--- src/hdl/assert_macros.svh ---
// ----------------------------------------------------------------------------
// assertion macros
// shared concurrent assertion forms for the trigger timer
// ----------------------------------------------------------------------------
`ifndef ASSERT_MACROS_SVH
`define ASSERT_MACROS_SVH

// same-cycle implication, masked while in reset
`define CSTF_ASSERT_NOW(label, clk, rst_n, ante, cons) \
  label: assert property (@(posedge clk) disable iff (!rst_n) (ante) |-> (cons)) \
    else $error("cstf assertion failed");

// next-cycle implication, masked while in reset
`define CSTF_ASSERT_NEXT(label, clk, rst_n, ante, cons) \
  label: assert property (@(posedge clk) disable iff (!rst_n) (ante) |=> (cons)) \
    else $error("cstf assertion failed");

`endif

--- src/hdl/cstf_pkg.sv ---
// ----------------------------------------------------------------------------
// cstf_pkg
// types and codes shared by the camera trigger timer modules
// ----------------------------------------------------------------------------
package cstf_pkg;

  localparam int unsigned DurW    = 32;
  localparam int unsigned ShortW  = 16;
  localparam int unsigned CfgAddrW = 2;

  localparam logic [DurW-1:0] DefaultExposeMs = 32'd100;

  typedef enum logic [2:0] {
    OP_TICK   = 3'd0,
    OP_EXPOSE = 3'd1,
    OP_FOCUS  = 3'd2,
    OP_DELAY  = 3'd3,
    OP_STOP   = 3'd4
  } opcode_t;

  typedef enum logic [2:0] {
    EV_NONE      = 3'd0,
    EV_EXP_BEGIN = 3'd1,
    EV_FOC_BEGIN = 3'd2,
    EV_DLY_BEGIN = 3'd3,
    EV_EXP_DONE  = 3'd4,
    EV_FOC_DONE  = 3'd5,
    EV_DLY_DONE  = 3'd6
  } event_t;

  typedef enum logic [1:0] {
    ACT_NONE   = 2'd0,
    ACT_EXPOSE = 2'd1,
    ACT_FOCUS  = 2'd2,
    ACT_DELAY  = 2'd3
  } action_t;

  typedef enum logic [CfgAddrW-1:0] {
    REG_DEFAULT_EXPOSE = 2'd0,
    REG_DEFAULT_FOCUS  = 2'd1,
    REG_DEFAULT_WAIT   = 2'd2,
    REG_FOCUS_W_SHUT   = 2'd3
  } cfg_reg_t;

  typedef struct packed {
    logic [DurW-1:0]   expose_ms;
    logic [ShortW-1:0] focus_ms;
    logic [ShortW-1:0] wait_ms;
    logic              focus_with_shutter;
  } cfg_t;

  typedef struct packed {
    logic [2:0] event_code;
    logic       shutter_line;
    logic       focus_line;
    logic       busy;
  } result_t;

  typedef struct packed {
    logic busy;
    logic rem_zero;
  } status_t;

endpackage

--- src/hdl/cstf_cfg.sv ---
// ----------------------------------------------------------------------------
// cstf_cfg
// configuration register file for default lengths and focus mode
// ----------------------------------------------------------------------------
module cstf_cfg
  import cstf_pkg::*;
(
  input  logic                clk,
  input  logic                rst_n,
  input  logic                cfg_we,
  input  logic [CfgAddrW-1:0] cfg_addr,
  input  logic [DurW-1:0]     cfg_wdata,
  output cfg_t                cfg
);

  cfg_t cfg_r;

  always_ff @(posedge clk) begin
    if (!rst_n) begin
      cfg_r.expose_ms          <= DefaultExposeMs;
      cfg_r.focus_ms           <= '0;
      cfg_r.wait_ms            <= '0;
      cfg_r.focus_with_shutter <= 1'b0;
    end else if (cfg_we) begin
      case (cfg_reg_t'(cfg_addr))
        REG_DEFAULT_EXPOSE: cfg_r.expose_ms          <= cfg_wdata;
        REG_DEFAULT_FOCUS:  cfg_r.focus_ms           <= cfg_wdata[ShortW-1:0];
        REG_DEFAULT_WAIT:   cfg_r.wait_ms            <= cfg_wdata[ShortW-1:0];
        REG_FOCUS_W_SHUT:   cfg_r.focus_with_shutter <= cfg_wdata[0];
        default: ;
      endcase
    end
  end

  assign cfg = cfg_r;

endmodule

--- src/hdl/cstf_core.sv ---
// ----------------------------------------------------------------------------
// cstf_core
// action state, countdown and line levels; one item per step
// ----------------------------------------------------------------------------
module cstf_core
  import cstf_pkg::*;
(
  input  logic            clk,
  input  logic            rst_n,
  input  logic            step_en,
  input  logic [2:0]      opcode,
  input  logic [DurW-1:0] duration_ms,
  input  logic            use_default,
  input  cfg_t            cfg,
  output result_t         res,
  output status_t         status
);

  action_t         act_r, act_nxt;
  logic [DurW-1:0] rem_r, rem_nxt;
  logic            shut_r, shut_nxt;
  logic            foc_r, foc_nxt;

  always_comb begin
    logic [DurW-1:0]   rem_dec;
    logic [DurW-1:0]   exp_len;
    logic [ShortW-1:0] foc_len;
    logic [ShortW-1:0] dly_len;
    logic              do_halt;
    event_t            ev;

    act_nxt  = act_r;
    rem_nxt  = rem_r;
    shut_nxt = shut_r;
    foc_nxt  = foc_r;
    do_halt  = 1'b0;
    ev       = EV_NONE;
    rem_dec  = (rem_r != '0) ? rem_r - 1'b1 : rem_r;
    exp_len  = use_default ? cfg.expose_ms : duration_ms;
    foc_len  = use_default ? cfg.focus_ms  : duration_ms[ShortW-1:0];
    dly_len  = use_default ? cfg.wait_ms   : duration_ms[ShortW-1:0];

    case (opcode_t'(opcode))
      OP_TICK: begin
        if (act_r != ACT_NONE) begin
          rem_nxt = rem_dec;
          if (rem_dec == '0) begin
            do_halt = 1'b1;
          end
        end
      end
      OP_EXPOSE: begin
        if (exp_len == '0) begin
          ev = EV_EXP_DONE;
        end else begin
          act_nxt  = ACT_EXPOSE;
          shut_nxt = 1'b1;
          if (cfg.focus_with_shutter) begin
            foc_nxt = 1'b1;
          end
          rem_nxt  = exp_len;
          ev       = EV_EXP_BEGIN;
        end
      end
      OP_FOCUS: begin
        if (foc_len == '0) begin
          ev = EV_FOC_DONE;
        end else begin
          act_nxt = ACT_FOCUS;
          foc_nxt = 1'b1;
          rem_nxt = {{(DurW-ShortW){1'b0}}, foc_len};
          ev      = EV_FOC_BEGIN;
        end
      end
      OP_DELAY: begin
        if (dly_len == '0) begin
          ev = EV_DLY_DONE;
        end else begin
          act_nxt = ACT_DELAY;
          rem_nxt = {{(DurW-ShortW){1'b0}}, dly_len};
          ev      = EV_DLY_BEGIN;
        end
      end
      OP_STOP: do_halt = 1'b1;
      default: ;
    endcase

    // stop, or countdown run out
    if (do_halt) begin
      case (act_r)
        ACT_EXPOSE: begin
          shut_nxt = 1'b0;
          foc_nxt  = 1'b0;
          ev       = EV_EXP_DONE;
        end
        ACT_FOCUS: begin
          foc_nxt = 1'b0;
          ev      = EV_FOC_DONE;
        end
        default: ev = EV_DLY_DONE;
      endcase
      act_nxt = ACT_NONE;
      rem_nxt = '0;
    end

    res.event_code   = ev;
    res.shutter_line = shut_nxt;
    res.focus_line   = foc_nxt;
    res.busy         = (act_nxt != ACT_NONE);
  end

  always_ff @(posedge clk) begin
    if (!rst_n) begin
      act_r  <= ACT_NONE;
      rem_r  <= '0;
      shut_r <= 1'b0;
      foc_r  <= 1'b0;
    end else if (step_en) begin
      act_r  <= act_nxt;
      rem_r  <= rem_nxt;
      shut_r <= shut_nxt;
      foc_r  <= foc_nxt;
    end
  end

  assign status.busy     = (act_r != ACT_NONE);
  assign status.rem_zero = (rem_r == '0);

endmodule

--- src/hdl/camera_shutter_focus_timer.sv ---
// ----------------------------------------------------------------------------
// camera_shutter_focus_timer
// camera trigger timer: ms ticks and expose/focus/delay/stop commands drive
// the shutter and focus lines and report begin/done events
// ----------------------------------------------------------------------------
// Takes one item per clock while the output side is not stalled and returns
// exactly one result item for each, through the input register and then the
// result register. A single step stage lies between the two registers and
// holds the 32-bit countdown decrement and zero compare; the result register
// lets a new item enter while a finished result still waits. Configuration
// is written through a plain write port and must only change while the
// block is idle.
module camera_shutter_focus_timer
  import cstf_pkg::*;
(
  input  logic                clk,
  input  logic                rst_n,
  input  logic                in_valid,
  output logic                in_ready,
  input  logic [2:0]          in_opcode,
  input  logic [DurW-1:0]     in_duration_ms,
  input  logic                in_use_default,
  output logic                out_valid,
  input  logic                out_ready,
  output logic [2:0]          out_event_code,
  output logic                out_shutter_line,
  output logic                out_focus_line,
  output logic                out_busy_res,
  input  logic                cfg_we,
  input  logic [CfgAddrW-1:0] cfg_addr,
  input  logic [DurW-1:0]     cfg_wdata
);

`include "assert_macros.svh"

  cfg_t            cfg;
  result_t         res;
  status_t         status;

  logic            in_valid_r;
  logic [2:0]      in_opcode_r;
  logic [DurW-1:0] in_duration_r;
  logic            in_use_default_r;

  logic            out_valid_r;
  result_t         out_res_r;

  logic            advance;

  // held item moves into the result register
  assign advance  = in_valid_r && (!out_valid_r || out_ready);
  assign in_ready = !in_valid_r || advance;

  always_ff @(posedge clk) begin
    if (!rst_n) begin
      in_valid_r <= 1'b0;
    end else if (in_ready) begin
      in_valid_r <= in_valid;
    end
  end

  always_ff @(posedge clk) begin
    if (in_valid && in_ready) begin
      in_opcode_r      <= in_opcode;
      in_duration_r    <= in_duration_ms;
      in_use_default_r <= in_use_default;
    end
  end

  cstf_cfg u_cfg (
    .clk       (clk),
    .rst_n     (rst_n),
    .cfg_we    (cfg_we),
    .cfg_addr  (cfg_addr),
    .cfg_wdata (cfg_wdata),
    .cfg       (cfg)
  );

  cstf_core u_core (
    .clk         (clk),
    .rst_n       (rst_n),
    .step_en     (advance),
    .opcode      (in_opcode_r),
    .duration_ms (in_duration_r),
    .use_default (in_use_default_r),
    .cfg         (cfg),
    .res         (res),
    .status      (status)
  );

  always_ff @(posedge clk) begin
    if (!rst_n) begin
      out_valid_r <= 1'b0;
    end else if (advance) begin
      out_valid_r <= 1'b1;
    end else if (out_ready) begin
      out_valid_r <= 1'b0;
    end
  end

  always_ff @(posedge clk) begin
    if (advance) begin
      out_res_r <= res;
    end
  end

  assign out_valid        = out_valid_r;
  assign out_event_code   = out_res_r.event_code;
  assign out_shutter_line = out_res_r.shutter_line;
  assign out_focus_line   = out_res_r.focus_line;
  assign out_busy_res     = out_res_r.busy;

  // a running action always has time left, an idle one none
  `CSTF_ASSERT_NOW(a_busy_rem, clk, rst_n, 1'b1, status.busy == !status.rem_zero)
  // a stalled result item stays offered and unchanged
  `CSTF_ASSERT_NEXT(a_hold_result, clk, rst_n, out_valid_r && !out_ready,
    out_valid_r && $stable(out_res_r))
  // a begin result means an action runs
  `CSTF_ASSERT_NOW(a_begin_busy, clk, rst_n,
    out_valid_r && (out_res_r.event_code == EV_EXP_BEGIN ||
    out_res_r.event_code == EV_FOC_BEGIN || out_res_r.event_code == EV_DLY_BEGIN),
    out_res_r.busy)
  // a held item that cannot move stays held
  `CSTF_ASSERT_NEXT(a_hold_item, clk, rst_n, in_valid_r && !advance, in_valid_r)

endmodule

--- config.mk ---
export PLATFORM = sky130hd
export DESIGN_NAME = camera_shutter_focus_timer
export DESIGN_NICKNAME = d
export VERILOG_FILES = /design/src/hdl/cstf_pkg.sv /design/src/hdl/cstf_cfg.sv /design/src/hdl/cstf_core.sv /design/src/hdl/camera_shutter_focus_timer.sv
export VERILOG_INCLUDE_DIRS = /design/src /design/src/hdl
export SDC_FILE = /design/constraint.sdc
export NUM_CORES = 1
export LEC_CHECK = 0
export ABC_AREA = 1
export BUFFER_PORTS_ARGS = -buffer_cell sky130_fd_sc_hd__buf_2
export CAP_MARGIN = 20
export CORE_UTILIZATION = 29
export DETAILED_ROUTE_END_ITERATION = 8
export PLACE_DENSITY_LB_ADDON = 0.2
export SETUP_SLACK_MARGIN = 0.02
export SYNTH_ARGS = -nofsm -noshare
export SYNTH_HDL_FRONTEND = slang
export SYNTH_SLANG_ARGS = --single-unit
--- constraint.sdc ---
create_clock -name clk -period 6.09 [get_ports clk]
set_input_delay 0.609 -clock clk [delete_from_list [all_inputs] [get_ports clk]]
set_output_delay 0.609 -clock clk [all_outputs]
set_load 0.02 [all_outputs]
==> results by stage <==
Status:
- The run finished with clean final reports.

Timing:
- Counting I/O delays and the setup requirement, the final critical path takes 3620 ps.
- The total negative setup slack is 0 ps.
- The setup violation total in the final timing report is 0.
- The worst slack on hold paths is 358 ps.
- Setup repair after global routing left no endpoint under its margin.
- Across the routed clock network, the largest skew measured is 12.1 ps.
- The number of max-slew violations in the final report is 0.
- Measured against its own limit, the worst slew margin works out to 34.5%.
- The final worst setup slack is 2470 ps.
- The measured slew at the worst slew-check pin is 982 ps.
- The count of final hold-check violations is 0.
- The final period utilization is 59.4%.
- The fmax is 0.276 GHz.

Cells and area:
- Relative to the synthesized area, the layout overhead comes to 15.8%.
- In the final layout, the share of cells above drive strength 1 is 14.5%.
- For this run, the post-layout net count is 1,214.
- The count of inserted antenna diode cells is 0.
- The finished layout holds 1,483 standard cells, fillers aside.

Logic synthesis:
- After Yosys synthesis, and, or, nand and nor cells account for 28.7% of the synthesized area.
- The number of warning messages in the yosys log is 0.
- The post-synth design cell area is 7740 sq um.
- The multiplexer share of the synthesized area is 1.81%.
- By area, the combinational part of the netlist is dominated by simple AND/OR/NAND/NOR gates.
- After technology mapping, the gate count stands at 1,074.
- The number of flops mapped to enable cells by yosys is 42.
- The synthesized-area fraction occupied by adder cells is 0.646%.
- Summing the sequential cell areas from Yosys gives 42.9% of the chip area.
- The number of nets in the synthesized netlist is 1,153.
- The synthesized netlist devotes 17.3% of its cell area to compound gates.
- The synthesis-stage register bit count is 145.
- Yosys mapped the design onto 39 distinct sky130hd cell types.
- The xor/xnor share of the synthesized area is 1.02%.
- The top flip-flop cell by instance count after synthesis is sky130_fd_sc_hd__dfxtp_1.
- The async set-or-reset flop fraction in the synthesized netlist is 0%.
- In this run the mean area of a mapped cell was 7.21 sq um.

Floorplanning:
- The core area is 26,100 sq um.
- The floorplan die area is 27,400 sq um.
- The die height is 165 um.
- The floorplan step set the die width to 165 um.
- The boundary pin count is 83.
- The effective utilization at floorplan is 29.6%.
- The floorplan has 59 rows.

Place:
- The number of port buffers is 82.
- The final HPWL from detailed placement is 17.3 mm.
- The post-place setup slack is 2000 ps.
- Routability-driven placement finished with a final weighted congestion of 0.890.
- Once placement completed, the tool counted placed cells totaling 1,450.

Global route:
- The total overflow left after global routing is 0.
- The number of global-route vias before repair was 6,749.
- Global routing used 17.7% of the available tracks.
- The global-route wire length before repair is 37.2 mm.
- The number of antenna violations at the first check in global routing came to 0.
- Entering global routing, the biggest net connects 49 pins.

Worst setup path:
- The worst setup path is launched from a register.
- The critical path required time is 6400 ps.
- Data on the critical path arrives at its endpoint at 3920 ps.
- The endpoint type of the worst setup path is a register.
- The startpoint-to-endpoint class of the critical path is register to register.
- The worst-path maximum fanout is 41.

Clock tree:
- The root cell of the clock tree is sky130_fd_sc_hd__clkbuf_16.
- TritonCTS built the clock tree.
- The clock transition at the registers of the reported paths is 60 ps.
- The clock insertion delay at the later pin of the skew report is 420 ps.
- The post-CTS resize count is 0.
- The total number of H-tree levels is 4.
- The clock net in this run drives a total of 145 sinks.
- The number of hold buffers added after cts is 0.
- The CTS buffer count is 17.
- The maximum clock insertion buffer count is 2.
- The post-CTS repair timing setup buffer count is 0.

Detailed routing:
- The antenna violation net count after detailed routing is 0.
- In this run, the number of DRC markers left after iteration 0 of detailed routing was 437.
- The pre-antenna-repair detailed-routing pass consisted of 5 iterations.
- The aggregate routed wire length is 23.4 mm.
- Detailed routing inserted a total of 7,129 vias.
- The number of vias per cell after detailed routing is 4.81.
- For this run, design rule violations remaining after detail routing come to 0.
- The wire length per cell is 15.8 um.

Job:
- Max-cap violations in this run came to 0.

Worst hold path:
- The type of the worst min-delay path is input pin to register.

Power:
- The power per unit of standard cell area is 301 nW/um^2.
- IR analysis of the VDD net gives a maximum drop of 184 uV.
- Summed over all cells, the static leakage comes to 3.86 nW.
## critical path, cell delays in order (launching register included)
cell and delay, ps:
sky130_fd_sc_hd__edfxtp_1 570, sky130_fd_sc_hd__buf_16 250, sky130_fd_sc_hd__buf_4 280, sky130_fd_sc_hd__nor2_1 280, sky130_fd_sc_hd__a21oi_1 100, sky130_fd_sc_hd__nand4_1 100
sky130_fd_sc_hd__nor2_1 50, sky130_fd_sc_hd__and2_1 170, sky130_fd_sc_hd__nand2_1 60, sky130_fd_sc_hd__nor2_1 50, sky130_fd_sc_hd__nor2_1 130, sky130_fd_sc_hd__nand3_1 130
sky130_fd_sc_hd__nor2_4 90, sky130_fd_sc_hd__buf_4 350, sky130_fd_sc_hd__clkinv_2 540, sky130_fd_sc_hd__a21oi_2 270, sky130_fd_sc_hd__nor2_1 60
## routing by layer
layer	GRT usage (%)	wire, um	vias up
met3	2.62	788	23
met4	4.79	355	0
met2	27.4	10400	140
met1	25.4	11800	3285
li1	-	-	3681
met5	0	0	-
## layout by cell type, fill, tap and decap left out, types with 4 or more instances in the layout
cell,Yosys,layout
sky130_fd_sc_hd__nor2_4,4,4
sky130_fd_sc_hd__nand4_1,23,23
sky130_fd_sc_hd__nand3b_1,8,8
sky130_fd_sc_hd__nand2_1,175,175
sky130_fd_sc_hd__xnor2_1,4,4
sky130_fd_sc_hd__xor2_1,5,5
sky130_fd_sc_hd__edfxtp_1,42,42
sky130_fd_sc_hd__nor2_2,5,5
sky130_fd_sc_hd__ha_1,4,4
sky130_fd_sc_hd__nor2_1,258,258
sky130_fd_sc_hd__buf_4,3,8
sky130_fd_sc_hd__a21oi_1,71,71
sky130_fd_sc_hd__mux2i_1,14,14
sky130_fd_sc_hd__buf_2,9,82
sky130_fd_sc_hd__o22ai_1,25,25
sky130_fd_sc_hd__o211ai_1,5,5
sky130_fd_sc_hd__clkbuf_1,29,4
sky130_fd_sc_hd__inv_2,4,4
sky130_fd_sc_hd__a21oi_2,18,18
sky130_fd_sc_hd__or2_2,10,10
sky130_fd_sc_hd__nand3_1,35,35
sky130_fd_sc_hd__o221ai_1,5,5
sky130_fd_sc_hd__inv_1,81,81
sky130_fd_sc_hd__clkbuf_16,0,19
sky130_fd_sc_hd__dfxtp_1,103,103
sky130_fd_sc_hd__o21ai_0,112,112
## area by class of cell
type / count / area (sq um)
clock inverters: 7 / 47.5
repair buffers: 91 / 498
flip-flops and latches: 145 / 3320
multi-input cells: 793 / 3830
fillers: 2891 / 17200
well taps: 335 / 419
inverters: 87 / 328
clock buffers: 25 / 518
## metrics by stage
step	instance area [sq um]	power [W]	utilization, %
2_1_floorplan	7740	0.00154	-
3_3_place_gp	8370	0.00173	32.0
3_5_place_dp	8370	0.00172	32.0
4_1_cts	8940	0.00272	34.2
5_1_grt	8970	0.00284	34.3
6_report	8970	0.00270	34.3
## cells by family (layout without fill, tap and decap cells)
| logic type | Yosys count | count (layout) |
|---|---|---|
| AND/OR/NAND/NOR | 526 | 526 |
| adder cells (fa/ha/maj) | 4 | 4 |
| XOR/XNOR | 9 | 9 |
| flip-flops | 145 | 145 |
| AO/OA/AOI/OAI | 240 | 240 |
| buffers and inverters | 136 | 210 |
| multiplexers | 14 | 14 |
## registers in the layout (all words and copies together), names as in the netlist, 2 cells and up
register        cells
out_event_code      3
in_opcode_r         3
u_core.rem_r       32
u_cfg.cfg          65
u_core.act_r        2
in_duration_r      32
## report_power, final
part	internal [W]	total (W)	switching (W)	leakage [nW]
sequential	0.00105	0.00109	0.0000430	1.25
combinational	0.000199	0.000613	0.000414	2.34
clock	0.000592	0.000996	0.000404	0.270
## synthesized netlist by cell type, types with 9 or more instances
master | number | area (sq um)
sky130_fd_sc_hd__nor2_1 | 258 | 968
sky130_fd_sc_hd__nand2_1 | 175 | 657
sky130_fd_sc_hd__o21ai_0 | 112 | 561
sky130_fd_sc_hd__dfxtp_1 | 103 | 2060
sky130_fd_sc_hd__inv_1 | 81 | 304
sky130_fd_sc_hd__a21oi_1 | 71 | 355
sky130_fd_sc_hd__edfxtp_1 | 42 | 1260
sky130_fd_sc_hd__nand3_1 | 35 | 175
sky130_fd_sc_hd__clkbuf_1 | 29 | 109
sky130_fd_sc_hd__o22ai_1 | 25 | 156
sky130_fd_sc_hd__nand4_1 | 23 | 144
sky130_fd_sc_hd__a21oi_2 | 18 | 158
sky130_fd_sc_hd__mux2i_1 | 14 | 140
sky130_fd_sc_hd__or2_2 | 10 | 62.6
sky130_fd_sc_hd__buf_2 | 9 | 45.0
## path summary, 6_finish.rpt
| path | startpoint | end | slack [ps] | depth (start not counted) |
|---|---|---|---|---|
| worst min register to register | u_cfg.cfg[0] | u_cfg.cfg[0] | 470 | 2 |
| worst max-delay path | in_use_default_r | u_core.rem_r[24] | 2470 | 16 |
| worst min-delay path | in_opcode[0] | in_opcode_r[0] | 360 | 1 |
| worst max register to register | in_use_default_r | u_core.rem_r[24] | 2470 | 16 |
(Power assumes the default switching activity.)
